`src/rtl/core/fcps_pkg.sv`:
```
// ----------------------------------------------------------------------------
// fcps_pkg
// Shared types and constants for the fan curve PWM selector.
// ----------------------------------------------------------------------------
`timescale 1ns / 1ps

package fcps_pkg;

  localparam int RULE_REGS  = 4;
  localparam int RULE_W     = 28;
  localparam int BOUND_W    = 10;
  localparam int SPEED_W    = 7;
  localparam int DUTY_W     = 8;
  localparam int IDX_W      = 2;
  localparam int CFG_IDX_W  = 3;
  localparam int PROD_W     = DUTY_W + SPEED_W;

  localparam logic [SPEED_W-1:0] SPEED_MAX = 7'd100;

  // floor(x / 100) == (x * 5243) >> 19 for every x below 25600
  localparam int RECIP_W     = 13;
  localparam int RECIP_SHIFT = 19;
  localparam logic [RECIP_W-1:0] RECIP = 13'd5243;

  localparam logic [CFG_IDX_W-1:0] CFG_FULL_SPEED    = 3'd0;
  localparam logic [CFG_IDX_W-1:0] CFG_DEFAULT_SPEED = 3'd1;
  localparam logic [CFG_IDX_W-1:0] CFG_RULE0         = 3'd2;

  localparam logic [DUTY_W-1:0]  FULL_SPEED_RST    = 8'd255;
  localparam logic [SPEED_W-1:0] DEFAULT_SPEED_RST = 7'd0;

  typedef struct packed {
    logic               valid;
    logic [SPEED_W-1:0] speed;
    logic [BOUND_W-1:0] rng_end;
    logic [BOUND_W-1:0] rng_start;
  } rule_t;

  typedef struct packed {
    logic [DUTY_W-1:0]  full_speed;
    logic [SPEED_W-1:0] default_speed;
  } cfg_t;

  typedef struct packed {
    logic               kick;
    logic               matched;
    logic [IDX_W-1:0]   idx;
    logic [SPEED_W-1:0] speed;
  } match_t;

  typedef struct packed {
    logic              kick;
    logic              matched;
    logic [IDX_W-1:0]  idx;
    logic [PROD_W-1:0] prod;
  } scale_t;

endpackage

```
`src/rtl/core/fan_curve_pwm_select.sv`:
```
// ----------------------------------------------------------------------------
// fan_curve_pwm_select
// Fan curve PWM selector with start kick: sample -> rule match -> duty.
//
//   channel  dir  signals                          payload
//   s_*      in   tvalid tready tdata              sensor_value
//   m_*      out  tvalid tready tdata tuser tlast  duty / kick matched rule_index
//   cfg_*    in   valid ready index data           register write
//
// One item accepted per cycle while no stage is stalled; an item emits one
// result, or two (kick then target) when the applied speed goes from zero to
// nonzero, and a kick holds off the next item at the output port. The first
// result passes four registers (input, match, product and output registers).
// Reset is synchronous, clears all valid flags and the applied speed and
// restores register defaults. Output stalls back up through the stages.
// ----------------------------------------------------------------------------
`timescale 1ns / 1ps

module fan_curve_pwm_select #(
  parameter int RULE_SLOTS  = 4,
  parameter int SENSOR_BITS = 10
) (
  input  logic                                clk,
  input  logic                                rst,
  input  logic                                s_tvalid,
  output logic                                s_tready,
  input  logic [((SENSOR_BITS+7)/8)*8-1:0]    s_tdata,   // sensor_value
  output logic                                m_tvalid,
  input  logic                                m_tready,
  output logic [fcps_pkg::DUTY_W-1:0]         m_tdata,   // duty
  output logic [3:0]                          m_tuser,   // kick, matched, rule_index
  output logic                                m_tlast,
  input  logic                                cfg_valid,
  output logic                                cfg_ready,
  input  logic [fcps_pkg::CFG_IDX_W-1:0]      cfg_index,
  input  logic [fcps_pkg::RULE_W-1:0]         cfg_data
);

  localparam int NSLOT = (RULE_SLOTS < fcps_pkg::RULE_REGS) ? RULE_SLOTS : fcps_pkg::RULE_REGS;
  localparam int QUO_W = fcps_pkg::PROD_W + fcps_pkg::RECIP_W;

  fcps_pkg::cfg_t                 cfg;
  fcps_pkg::rule_t [NSLOT-1:0]    rules;

  logic                           in_valid;
  logic [SENSOR_BITS-1:0]         sample;
  logic                           match_ready;

  fcps_pkg::match_t               mres;
  logic                           mres_valid;
  logic                           scale_ready;

  fcps_pkg::scale_t               sres;
  logic                           sres_valid;
  logic                           out_ready_up;

  logic                           out_kick;
  logic                           out_matched;
  logic [fcps_pkg::IDX_W-1:0]     out_idx;
  logic [fcps_pkg::DUTY_W-1:0]    duty;
  logic [QUO_W-1:0]               quo_full;
  logic                           out_load;

  fcps_cfg #(
    .NSLOT (NSLOT)
  ) u_cfg (
    .clk       (clk),
    .rst       (rst),
    .cfg_valid (cfg_valid),
    .cfg_ready (cfg_ready),
    .cfg_index (cfg_index),
    .cfg_data  (cfg_data),
    .cfg       (cfg),
    .rules     (rules)
  );

  // input register
  assign s_tready = !in_valid || match_ready;

  always_ff @(posedge clk) begin
    if (rst) begin
      in_valid <= 1'b0;
    end else if (s_tready) begin
      in_valid <= s_tvalid;
    end
  end

  always_ff @(posedge clk) begin
    if (s_tvalid && s_tready) begin
      sample <= s_tdata[SENSOR_BITS-1:0];
    end
  end

  fcps_match #(
    .NSLOT       (NSLOT),
    .SENSOR_BITS (SENSOR_BITS)
  ) u_match (
    .clk       (clk),
    .rst       (rst),
    .in_valid  (in_valid),
    .in_ready  (match_ready),
    .sample    (sample),
    .cfg       (cfg),
    .rules     (rules),
    .out_valid (mres_valid),
    .out_ready (scale_ready),
    .res       (mres)
  );

  fcps_scale u_scale (
    .clk        (clk),
    .rst        (rst),
    .in_valid   (mres_valid),
    .in_ready   (scale_ready),
    .mres       (mres),
    .full_speed (cfg.full_speed),
    .out_valid  (sres_valid),
    .out_ready  (out_ready_up),
    .res        (sres)
  );

  // divide by 100 through reciprocal multiply
  assign quo_full = QUO_W'(sres.prod) * QUO_W'(fcps_pkg::RECIP);

  // output register; holds kick then target
  assign out_ready_up = !m_tvalid || (m_tready && !out_kick);
  assign out_load     = sres_valid && out_ready_up;

  always_ff @(posedge clk) begin
    if (rst) begin
      m_tvalid <= 1'b0;
      out_kick <= 1'b0;
    end else if (out_load) begin
      m_tvalid <= 1'b1;
      out_kick <= sres.kick;
    end else if (m_tvalid && m_tready) begin
      if (out_kick) begin
        out_kick <= 1'b0;
      end else begin
        m_tvalid <= 1'b0;
      end
    end
  end

  always_ff @(posedge clk) begin
    if (out_load) begin
      duty        <= quo_full[fcps_pkg::RECIP_SHIFT +: fcps_pkg::DUTY_W];
      out_matched <= sres.matched;
      out_idx     <= sres.idx;
    end
  end

  assign m_tdata = out_kick ? cfg.full_speed : duty;
  assign m_tuser = {out_idx, out_matched, out_kick};
  assign m_tlast = !out_kick;

endmodule

```
`src/rtl/core/fcps_cfg.sv`:
```
// ----------------------------------------------------------------------------
// fcps_cfg
// Configuration register file: full speed, default speed and rule words.
// ----------------------------------------------------------------------------
`timescale 1ns / 1ps

module fcps_cfg #(
  parameter int NSLOT = 4
) (
  input  logic                             clk,
  input  logic                             rst,
  input  logic                             cfg_valid,
  output logic                             cfg_ready,
  input  logic [fcps_pkg::CFG_IDX_W-1:0]   cfg_index,
  input  logic [fcps_pkg::RULE_W-1:0]      cfg_data,
  output fcps_pkg::cfg_t                   cfg,
  output fcps_pkg::rule_t [NSLOT-1:0]      rules
);

  assign cfg_ready = 1'b1;

  always_ff @(posedge clk) begin
    if (rst) begin
      cfg.full_speed    <= fcps_pkg::FULL_SPEED_RST;
      cfg.default_speed <= fcps_pkg::DEFAULT_SPEED_RST;
      rules             <= '0;
    end else if (cfg_valid) begin
      if (cfg_index == fcps_pkg::CFG_FULL_SPEED) begin
        cfg.full_speed <= cfg_data[fcps_pkg::DUTY_W-1:0];
      end
      if (cfg_index == fcps_pkg::CFG_DEFAULT_SPEED) begin
        cfg.default_speed <= cfg_data[fcps_pkg::SPEED_W-1:0];
      end
      for (int i = 0; i < NSLOT; i++) begin
        if (cfg_index == fcps_pkg::CFG_IDX_W'(int'(fcps_pkg::CFG_RULE0) + i)) begin
          rules[i] <= cfg_data;
        end
      end
    end
  end

endmodule

```
`src/rtl/core/fcps_match.sv`:
```
// ----------------------------------------------------------------------------
// fcps_match
// Rule match stage: picks the speed for a sample, clamps it, decides the
// start kick and tracks the applied speed.
// ----------------------------------------------------------------------------
`timescale 1ns / 1ps

module fcps_match #(
  parameter int NSLOT       = 4,
  parameter int SENSOR_BITS = 10
) (
  input  logic                          clk,
  input  logic                          rst,
  input  logic                          in_valid,
  output logic                          in_ready,
  input  logic [SENSOR_BITS-1:0]        sample,
  input  fcps_pkg::cfg_t                cfg,
  input  fcps_pkg::rule_t [NSLOT-1:0]   rules,
  output logic                          out_valid,
  input  logic                          out_ready,
  output fcps_pkg::match_t              res
);

  localparam int CMP_W = (SENSOR_BITS > fcps_pkg::BOUND_W) ? SENSOR_BITS : fcps_pkg::BOUND_W;

  logic [fcps_pkg::SPEED_W-1:0] current_speed;
  logic [fcps_pkg::SPEED_W-1:0] raw_speed;
  logic [fcps_pkg::SPEED_W-1:0] speed;
  logic                         matched;
  logic [fcps_pkg::IDX_W-1:0]   idx;
  logic                         alive;
  logic [CMP_W-1:0]             samp_x;
  logic                         load;

  assign samp_x = CMP_W'(sample);

  always_comb begin
    raw_speed = cfg.default_speed;
    matched   = 1'b0;
    idx       = '0;
    alive     = 1'b1;
    for (int i = 0; i < NSLOT; i++) begin
      alive = alive & rules[i].valid;
      if (alive && samp_x >= CMP_W'(rules[i].rng_start) &&
          samp_x <= CMP_W'(rules[i].rng_end)) begin
        raw_speed = rules[i].speed;
        matched   = 1'b1;
        idx       = fcps_pkg::IDX_W'(i);
      end
    end
    speed = (raw_speed > fcps_pkg::SPEED_MAX) ? fcps_pkg::SPEED_MAX : raw_speed;
  end

  assign in_ready = !out_valid || out_ready;
  assign load     = in_valid && in_ready;

  always_ff @(posedge clk) begin
    if (rst) begin
      out_valid     <= 1'b0;
      current_speed <= '0;
    end else if (load) begin
      out_valid     <= 1'b1;
      current_speed <= speed;
    end else if (out_ready) begin
      out_valid <= 1'b0;
    end
  end

  always_ff @(posedge clk) begin
    if (load) begin
      res.speed   <= speed;
      res.matched <= matched;
      res.idx     <= idx;
      res.kick    <= (current_speed == '0) && (speed != '0);
    end
  end

endmodule

```
`src/rtl/core/fcps_scale.sv`:
```
// ----------------------------------------------------------------------------
// fcps_scale
// Scale stage: full_speed * speed product, registered.
// ----------------------------------------------------------------------------
`timescale 1ns / 1ps

module fcps_scale (
  input  logic                        clk,
  input  logic                        rst,
  input  logic                        in_valid,
  output logic                        in_ready,
  input  fcps_pkg::match_t            mres,
  input  logic [fcps_pkg::DUTY_W-1:0] full_speed,
  output logic                        out_valid,
  input  logic                        out_ready,
  output fcps_pkg::scale_t            res
);

  logic load;

  assign in_ready = !out_valid || out_ready;
  assign load     = in_valid && in_ready;

  always_ff @(posedge clk) begin
    if (rst) begin
      out_valid <= 1'b0;
    end else if (load) begin
      out_valid <= 1'b1;
    end else if (out_ready) begin
      out_valid <= 1'b0;
    end
  end

  always_ff @(posedge clk) begin
    if (load) begin
      res.prod    <= fcps_pkg::PROD_W'(full_speed) * fcps_pkg::PROD_W'(mres.speed);
      res.kick    <= mres.kick;
      res.matched <= mres.matched;
      res.idx     <= mres.idx;
    end
  end

endmodule

```
`config.mk`:
```
export PLATFORM = sky130hd
export DESIGN_NAME = fan_curve_pwm_select
export DESIGN_NICKNAME = d
export VERILOG_FILES = /design/src/rtl/core/fcps_pkg.sv /design/src/rtl/core/fan_curve_pwm_select.sv /design/src/rtl/core/fcps_cfg.sv /design/src/rtl/core/fcps_match.sv /design/src/rtl/core/fcps_scale.sv
export SDC_FILE = /design/constraint.sdc
export NUM_CORES = 1
export LEC_CHECK = 0
export BUFFER_PORTS_ARGS = -buffer_cell sky130_fd_sc_hd__clkbuf_2
export CAP_MARGIN = 40
export CORE_AREA = 3 3 196 217
export CTS_CLUSTER_DIAMETER = 200
export CTS_CLUSTER_SIZE = 8
export DETAILED_ROUTE_END_ITERATION = 8
export DIE_AREA = 0 0 199 220
export PLACE_DENSITY = 0.51
export SLEW_MARGIN = 20
export SYNTH_ARGS = -nofsm -noshare
export SYNTH_HDL_FRONTEND = slang
export SYNTH_SLANG_ARGS = --single-unit
```
`constraint.sdc`:
```
create_clock -name clk -period 14.7 [get_ports clk]
set_input_delay 2.94 -clock clk [delete_from_list [all_inputs] [get_ports clk]]
set_output_delay 2.94 -clock clk [all_outputs]
set_load 0.02 [all_outputs]
```
Word-level counts from Yosys, hierarchy flattened
Index checks and enable logic that the tools add are counted.
- multiply operators: 2
- order comparisons: 9
- equality and inequality tests: 6
- mux-type cells: 18
- bitwise gates (word level): 3
- reductions and logical operators: 39
- operators by type and width (kind ; count):
    $ge A10 B10 Y1 ; 4
    $le A10 B10 Y1 ; 4
    $mux W7 ; 5
    $mul A15 B13 Y27 const B ; 1
    $logic_and A1 B1 Y1 ; 15
    $mul A8 B7 Y15 ; 1
    $reduce_and A2 Y1 ; 7
    $mux W1 ; 12
    $mux W8 ; 1
    $gt A7 B7 Y1 const B ; 1
    $logic_not A7 Y1 ; 1
    $reduce_bool A7 Y1 ; 1
    $eq A3 B2 Y1 const B ; 2
    $eq A3 B3 Y1 const B ; 2
    $reduce_bool A2 Y1 ; 3
    $logic_not A1 Y1 ; 5
    $logic_or A1 B1 Y1 ; 4
    $and A1 B1 Y1 ; 3
    $eq A3 B1 Y1 const B ; 1
    $logic_not A3 Y1 ; 1
    $reduce_or A3 Y1 ; 1
    $ne A2 B1 Y1 const B ; 1
    $reduce_or A2 Y1 ; 1
- bits in registers: 190
- output and inout bits: 16

Longest topological paths before layout
- depth in word-level cells: 11
- depth in mapped cells: 21
- gate-level depth less buffers: 21

Cells and area by module
A second synthesis with hierarchy kept.
- cell total of the unflattened synthesis: 1471
- area, all modules: 15020.7 um2
- modules (own cells, without submodules) (module ; instances ; cells an instance ; area each (um2) ; seq. area each (um2)):
    fcps_cfg ; 1 ; 457 ; 5058.6 ; 2542.4
    fan_curve_pwm_select ; 1 ; 382 ; 4321.6 ; 690.7
    fcps_match ; 1 ; 388 ; 3113.0 ; 490.5
    fcps_scale ; 1 ; 244 ; 2527.4 ; 590.6

Least setup slack after synthesis
Ideal clock, no wire load.
- path kind: input to output
- start: input m_tready
- end: output s_tready
- data arrival time: 3.535 ns
- data required time: 11.760 ns
- path slack: 8.225 ns
- stages on the path: 2
- buffers on the path: 0
- cell sequence: a21boi_1 -> nand4_1
- longest elaborated chain between the ends: 5
- RTL lines (item ; line ; RTL):
    from (decl) ; fan_curve_pwm_select.sv:29 ; input logic m_tready,
    $logic_and A1 B1 Y1 ; fan_curve_pwm_select.sv:126 ; assign out_ready_up = !m_tvalid || (m_tready && !out_kick);
    $logic_or A1 B1 Y1 ; fan_curve_pwm_select.sv:126 ;
    $logic_or A1 B1 Y1 ; fcps_scale.sv:21 ; assign in_ready = !out_valid || out_ready;
    $logic_or A1 B1 Y1 ; fcps_match.sv:54 ; assign in_ready = !out_valid || out_ready;
    $logic_or A1 B1 Y1 ; fan_curve_pwm_select.sv:78 ; assign s_tready = !in_valid || match_ready;
    to (decl) ; fan_curve_pwm_select.sv:26 ; output logic s_tready,
No other way between the ends.

Worst setup path in the final report
Ends and elaborated chain as after synthesis.

==> metrics.txt <==
fin crit share 46.0%; Max Slew Vio Count 0; YS warnings 0; post-CTS sizing 0; Clock Pin Slew Worst Setup and Hold Paths 0.07 ns; setup bufs post-CTS 0; Net Sw Power 1700 uW; relative max-transition margin 50.0%; register area share after synthesis 30.5%; GRT Overall Usage 16.0%; row cnt 77; Hold Path Sink u_scale.res[18]$_DFFE_PP_; die footprint 43,800 um2; Critical Path Fanout Max 6; overflow left after global routing 0; Mapped Cells 1,564; critical path's top delay family compound AO/OA/AOI/OAI gates; startpoint types input pin; EDFF count, synth 51; hold-fix buffers at CTS 0; Final Hold Vio Count 0; final std cells w/o fill 2,141; final WL 33,600 um; Worst R2R Start u_scale.res[10]$_DFFE_PP_; worst r2r dst duty[7]$_DFFE_PP_; Routed wire per std cell 15.7 um; Syn-to-layout area delta 10.9%; Sink Count 190; hold-critical path depth 0; Die H 220 um; outcome completed; Final ANT Viol Nets 0; most used cell, CP clkbuf_2; Reg power frac 18.3%; Yosys reg bits 190; Switching Share 45.1%; Worst Skew 0.0146 ns; average size of a mapped cell 9.05 um2; crit end category output port; HP Start u_match.res[10]$_DFFE_PP_; antenna diode count 0; max cap viols 0; net count after synthesis 1,924; Min-Delay Path Class register to register; data required time of the worst path 11.76 ns; endpoints failing setup 0; port bufs 60; worst slew pin tran 0.749 ns; I/O pins 68; layout cells sized above 1 7.92%; Final Total Pwr 3780 uW; Placed Cells 2,108; VDD IR max 0.271 mV; initial core utilization 35.1%; Die Wd 199 um; Pre-Repair DR Iteration Count 5; first-pass GRT wire length 55,000 um; post-route DRC violation count 0; maximum clock path buffer count 2; Cell variety after synth 63; Leak 0.00682 uW; flop2flop setup slack 8.87 ns; power share of the clock group 12.5%; Setup CP Type input pin to output port; slowest CP cell a21boi_1; CP arrival 3.83 ns; RSZ-0062 raised after global routing no; vias in the first global route 10,200; FMAX 148 MHz; post-route minimum period 6.77 ns; htree depth 4; reg2reg path depth 19; setup total negative slack 0 ns; Buf/Inv on CP 2; largest net degree at the start of global routing 57; DR vias 10,300; Cell Area, Synth 14,200 um2; main flop type after synthesis dfxtp_1; clock root cell clkbuf_16; CTS tree yes; nets@finish 1,975; Pwr Density 241 nW/um2; 1st-iter DRT viols 680; DP HPWL 25,200 um; initial antenna violation count 0; critical-path cell list clkbuf_2 > a21boi_1 > nand4_1 > clkbuf_2; total internal power 2080 uW; Levels on crit path 4; routed vias/inst 4.83; Skew-Pair Late Insertion Delay 0.45 ns; Combinational Power Share 69.2%; Final Wtd Congestion 0.799; fraction of registers with async set/reset 0%; core area 40,400 um2; CP peak stage delay 0.40 ns; Num CTS Buffers 17
==> worst max-delay path by stage <==
stage / to / slack, ns / start
2_1_floorplan: s_tready / 8.23 / m_tready
3_3_place_gp: s_tready / 7.93 / m_tready
3_5_place_dp: s_tready / 7.92 / m_tready
4_1_cts: s_tready / 7.92 / m_tready
5_1_grt: s_tready / 7.83 / m_tready
6_report: s_tready / 7.93 / m_tready
==> cell usage after synthesis, types with 2 or more instances <==
| library cell | n | area, um2 |
|---|---|---|
| nor3_1 | 8 | 40.0 |
| a31oi_1 | 7 | 43.8 |
| a211oi_1 | 10 | 75.1 |
| nor4_1 | 2 | 12.5 |
| and2_1 | 30 | 188 |
| nor2b_1 | 15 | 93.8 |
| o21bai_1 | 3 | 22.5 |
| a21o_1 | 16 | 120 |
| a21oi_1 | 149 | 746 |
| ha_1 | 211 | 2640 |
| o21a_1 | 10 | 75.1 |
| a2111o_1 | 2 | 22.5 |
| a211o_1 | 12 | 105 |
| o41ai_1 | 3 | 26.3 |
| nand2b_1 | 12 | 75.1 |
| a22oi_1 | 2 | 15.0 |
| nand3b_1 | 2 | 15.0 |
| a21oi_2 | 2 | 17.5 |
| xnor2_1 | 20 | 175 |
| mux2_1 | 6 | 67.6 |
| and4_1 | 3 | 26.3 |
| nand3_1 | 16 | 80.1 |
| o211ai_1 | 15 | 113 |
| edfxtp_1 | 51 | 1530 |
| o211a_1 | 3 | 30.0 |
| inv_1 | 275 | 1030 |
| a222oi_1 | 2 | 20.0 |
| buf_4 | 3 | 22.5 |
| nand4_1 | 10 | 62.6 |
| fa_1 | 97 | 1940 |
| o31ai_1 | 3 | 22.5 |
| o21ai_0 | 12 | 60.1 |
| mux2_2 | 11 | 124 |
| a2bb2oi_1 | 2 | 17.5 |
| clkbuf_1 | 37 | 139 |
| dfxtp_1 | 139 | 2780 |
| nor2_1 | 42 | 158 |
| xor2_1 | 3 | 26.3 |
| nand2_1 | 283 | 1060 |
| or2_1 | 4 | 25.0 |
| o2111ai_1 | 2 | 17.5 |
| mux2i_1 | 8 | 80.1 |
==> area by class of cell <==
| class | count | area (um2) |
|---|---|---|
| fill | 4078 | 24700 |
| multi-input combinational | 1057 | 8660 |
| sequential | 190 | 4310 |
| inverter | 275 | 1030 |
| tap | 513 | 642 |
| clock buffer | 21 | 475 |
| timing repair buffer | 74 | 452 |
| clock inverter | 11 | 119 |
==> sequential cells by signal, summed over array words and instances, names as in the netlist, 2 cells and up <==
signal and count:
u_match.res 11, sample 10, duty 8, u_scale.res 19
u_match.current_speed 7, u_cfg.cfg 15, out_idx 2, u_cfg.rules 112
==> layer usage <==
metal | vias to the layer above | routed length, um | track usage, %
li1 | 5239 | - | -
met1 | 4957 | 16300 | 22.1
met2 | 127 | 15900 | 26.6
met3 | 20 | 910 | 1.90
met4 | 0 | 491 | 4.52
met5 | - | 0 | 0
==> per-stage QoR <==
stage | hold slack, ns | cell area (um2) | util (%) | setup slack [ns]
after floorplan | 0.400 | 14200 | - | 8.23
after global placement | 0.404 | 15000 | 37.2 | 7.93
after detailed placement | 0.406 | 15100 | 37.3 | 7.92
after CTS | 0.431 | 15700 | 38.8 | 7.92
after global routing | 0.444 | 15700 | 38.9 | 7.83
final | 0.424 | 15700 | 38.9 | 7.93
==> power by group through the flow <==
stage	clock network (uW)	registers [uW]	logic (uW)
global route	508	698	3100
detailed placement	0	704	2650
finish	471	691	2620
CTS	485	692	2680
floorplan	0	686	2060
global placement	0	704	2620
==> logic make-up (layout without fill, tap and decap cells) <==
group	count (synthesis)	count (layout)	synth area share (%)
and+or+nand+nor	431	431	13.2
AOI/OAI and AO/OA	269	269	12.1
other	1	1	0.0265
buffers and inverters	317	381	8.49
DFF	190	190	30.5
xor gates and xnor gates	23	23	1.42
adders and majority gates	308	308	32.4
muxes	25	25	1.92
==> layout by cell type, fill, tap and decap left out, drive strengths merged, types with 3 or more instances in the layout <==
master / n
nand2: 284
inv: 281
ha: 211
a21oi: 152
dfxtp: 139
fa: 97
clkbuf: 80
edfxtp: 51
nor2: 42
and2: 30
xnor2: 20
mux2: 17
nand3: 16
a21o: 16
o211ai: 15
nor2b: 15
buf: 15
o21ai: 14
nand2b: 12
a211o: 12
a211oi: 10
o21a: 10
nand4: 10
mux2i: 8
nor3: 8
a31oi: 7
or2: 4
o211a: 3
and4: 3
o21bai: 3
o31ai: 3
o41ai: 3
xor2: 3
clkinvlp: 3
No activity file was read; power rests on OpenSTA's default activity.
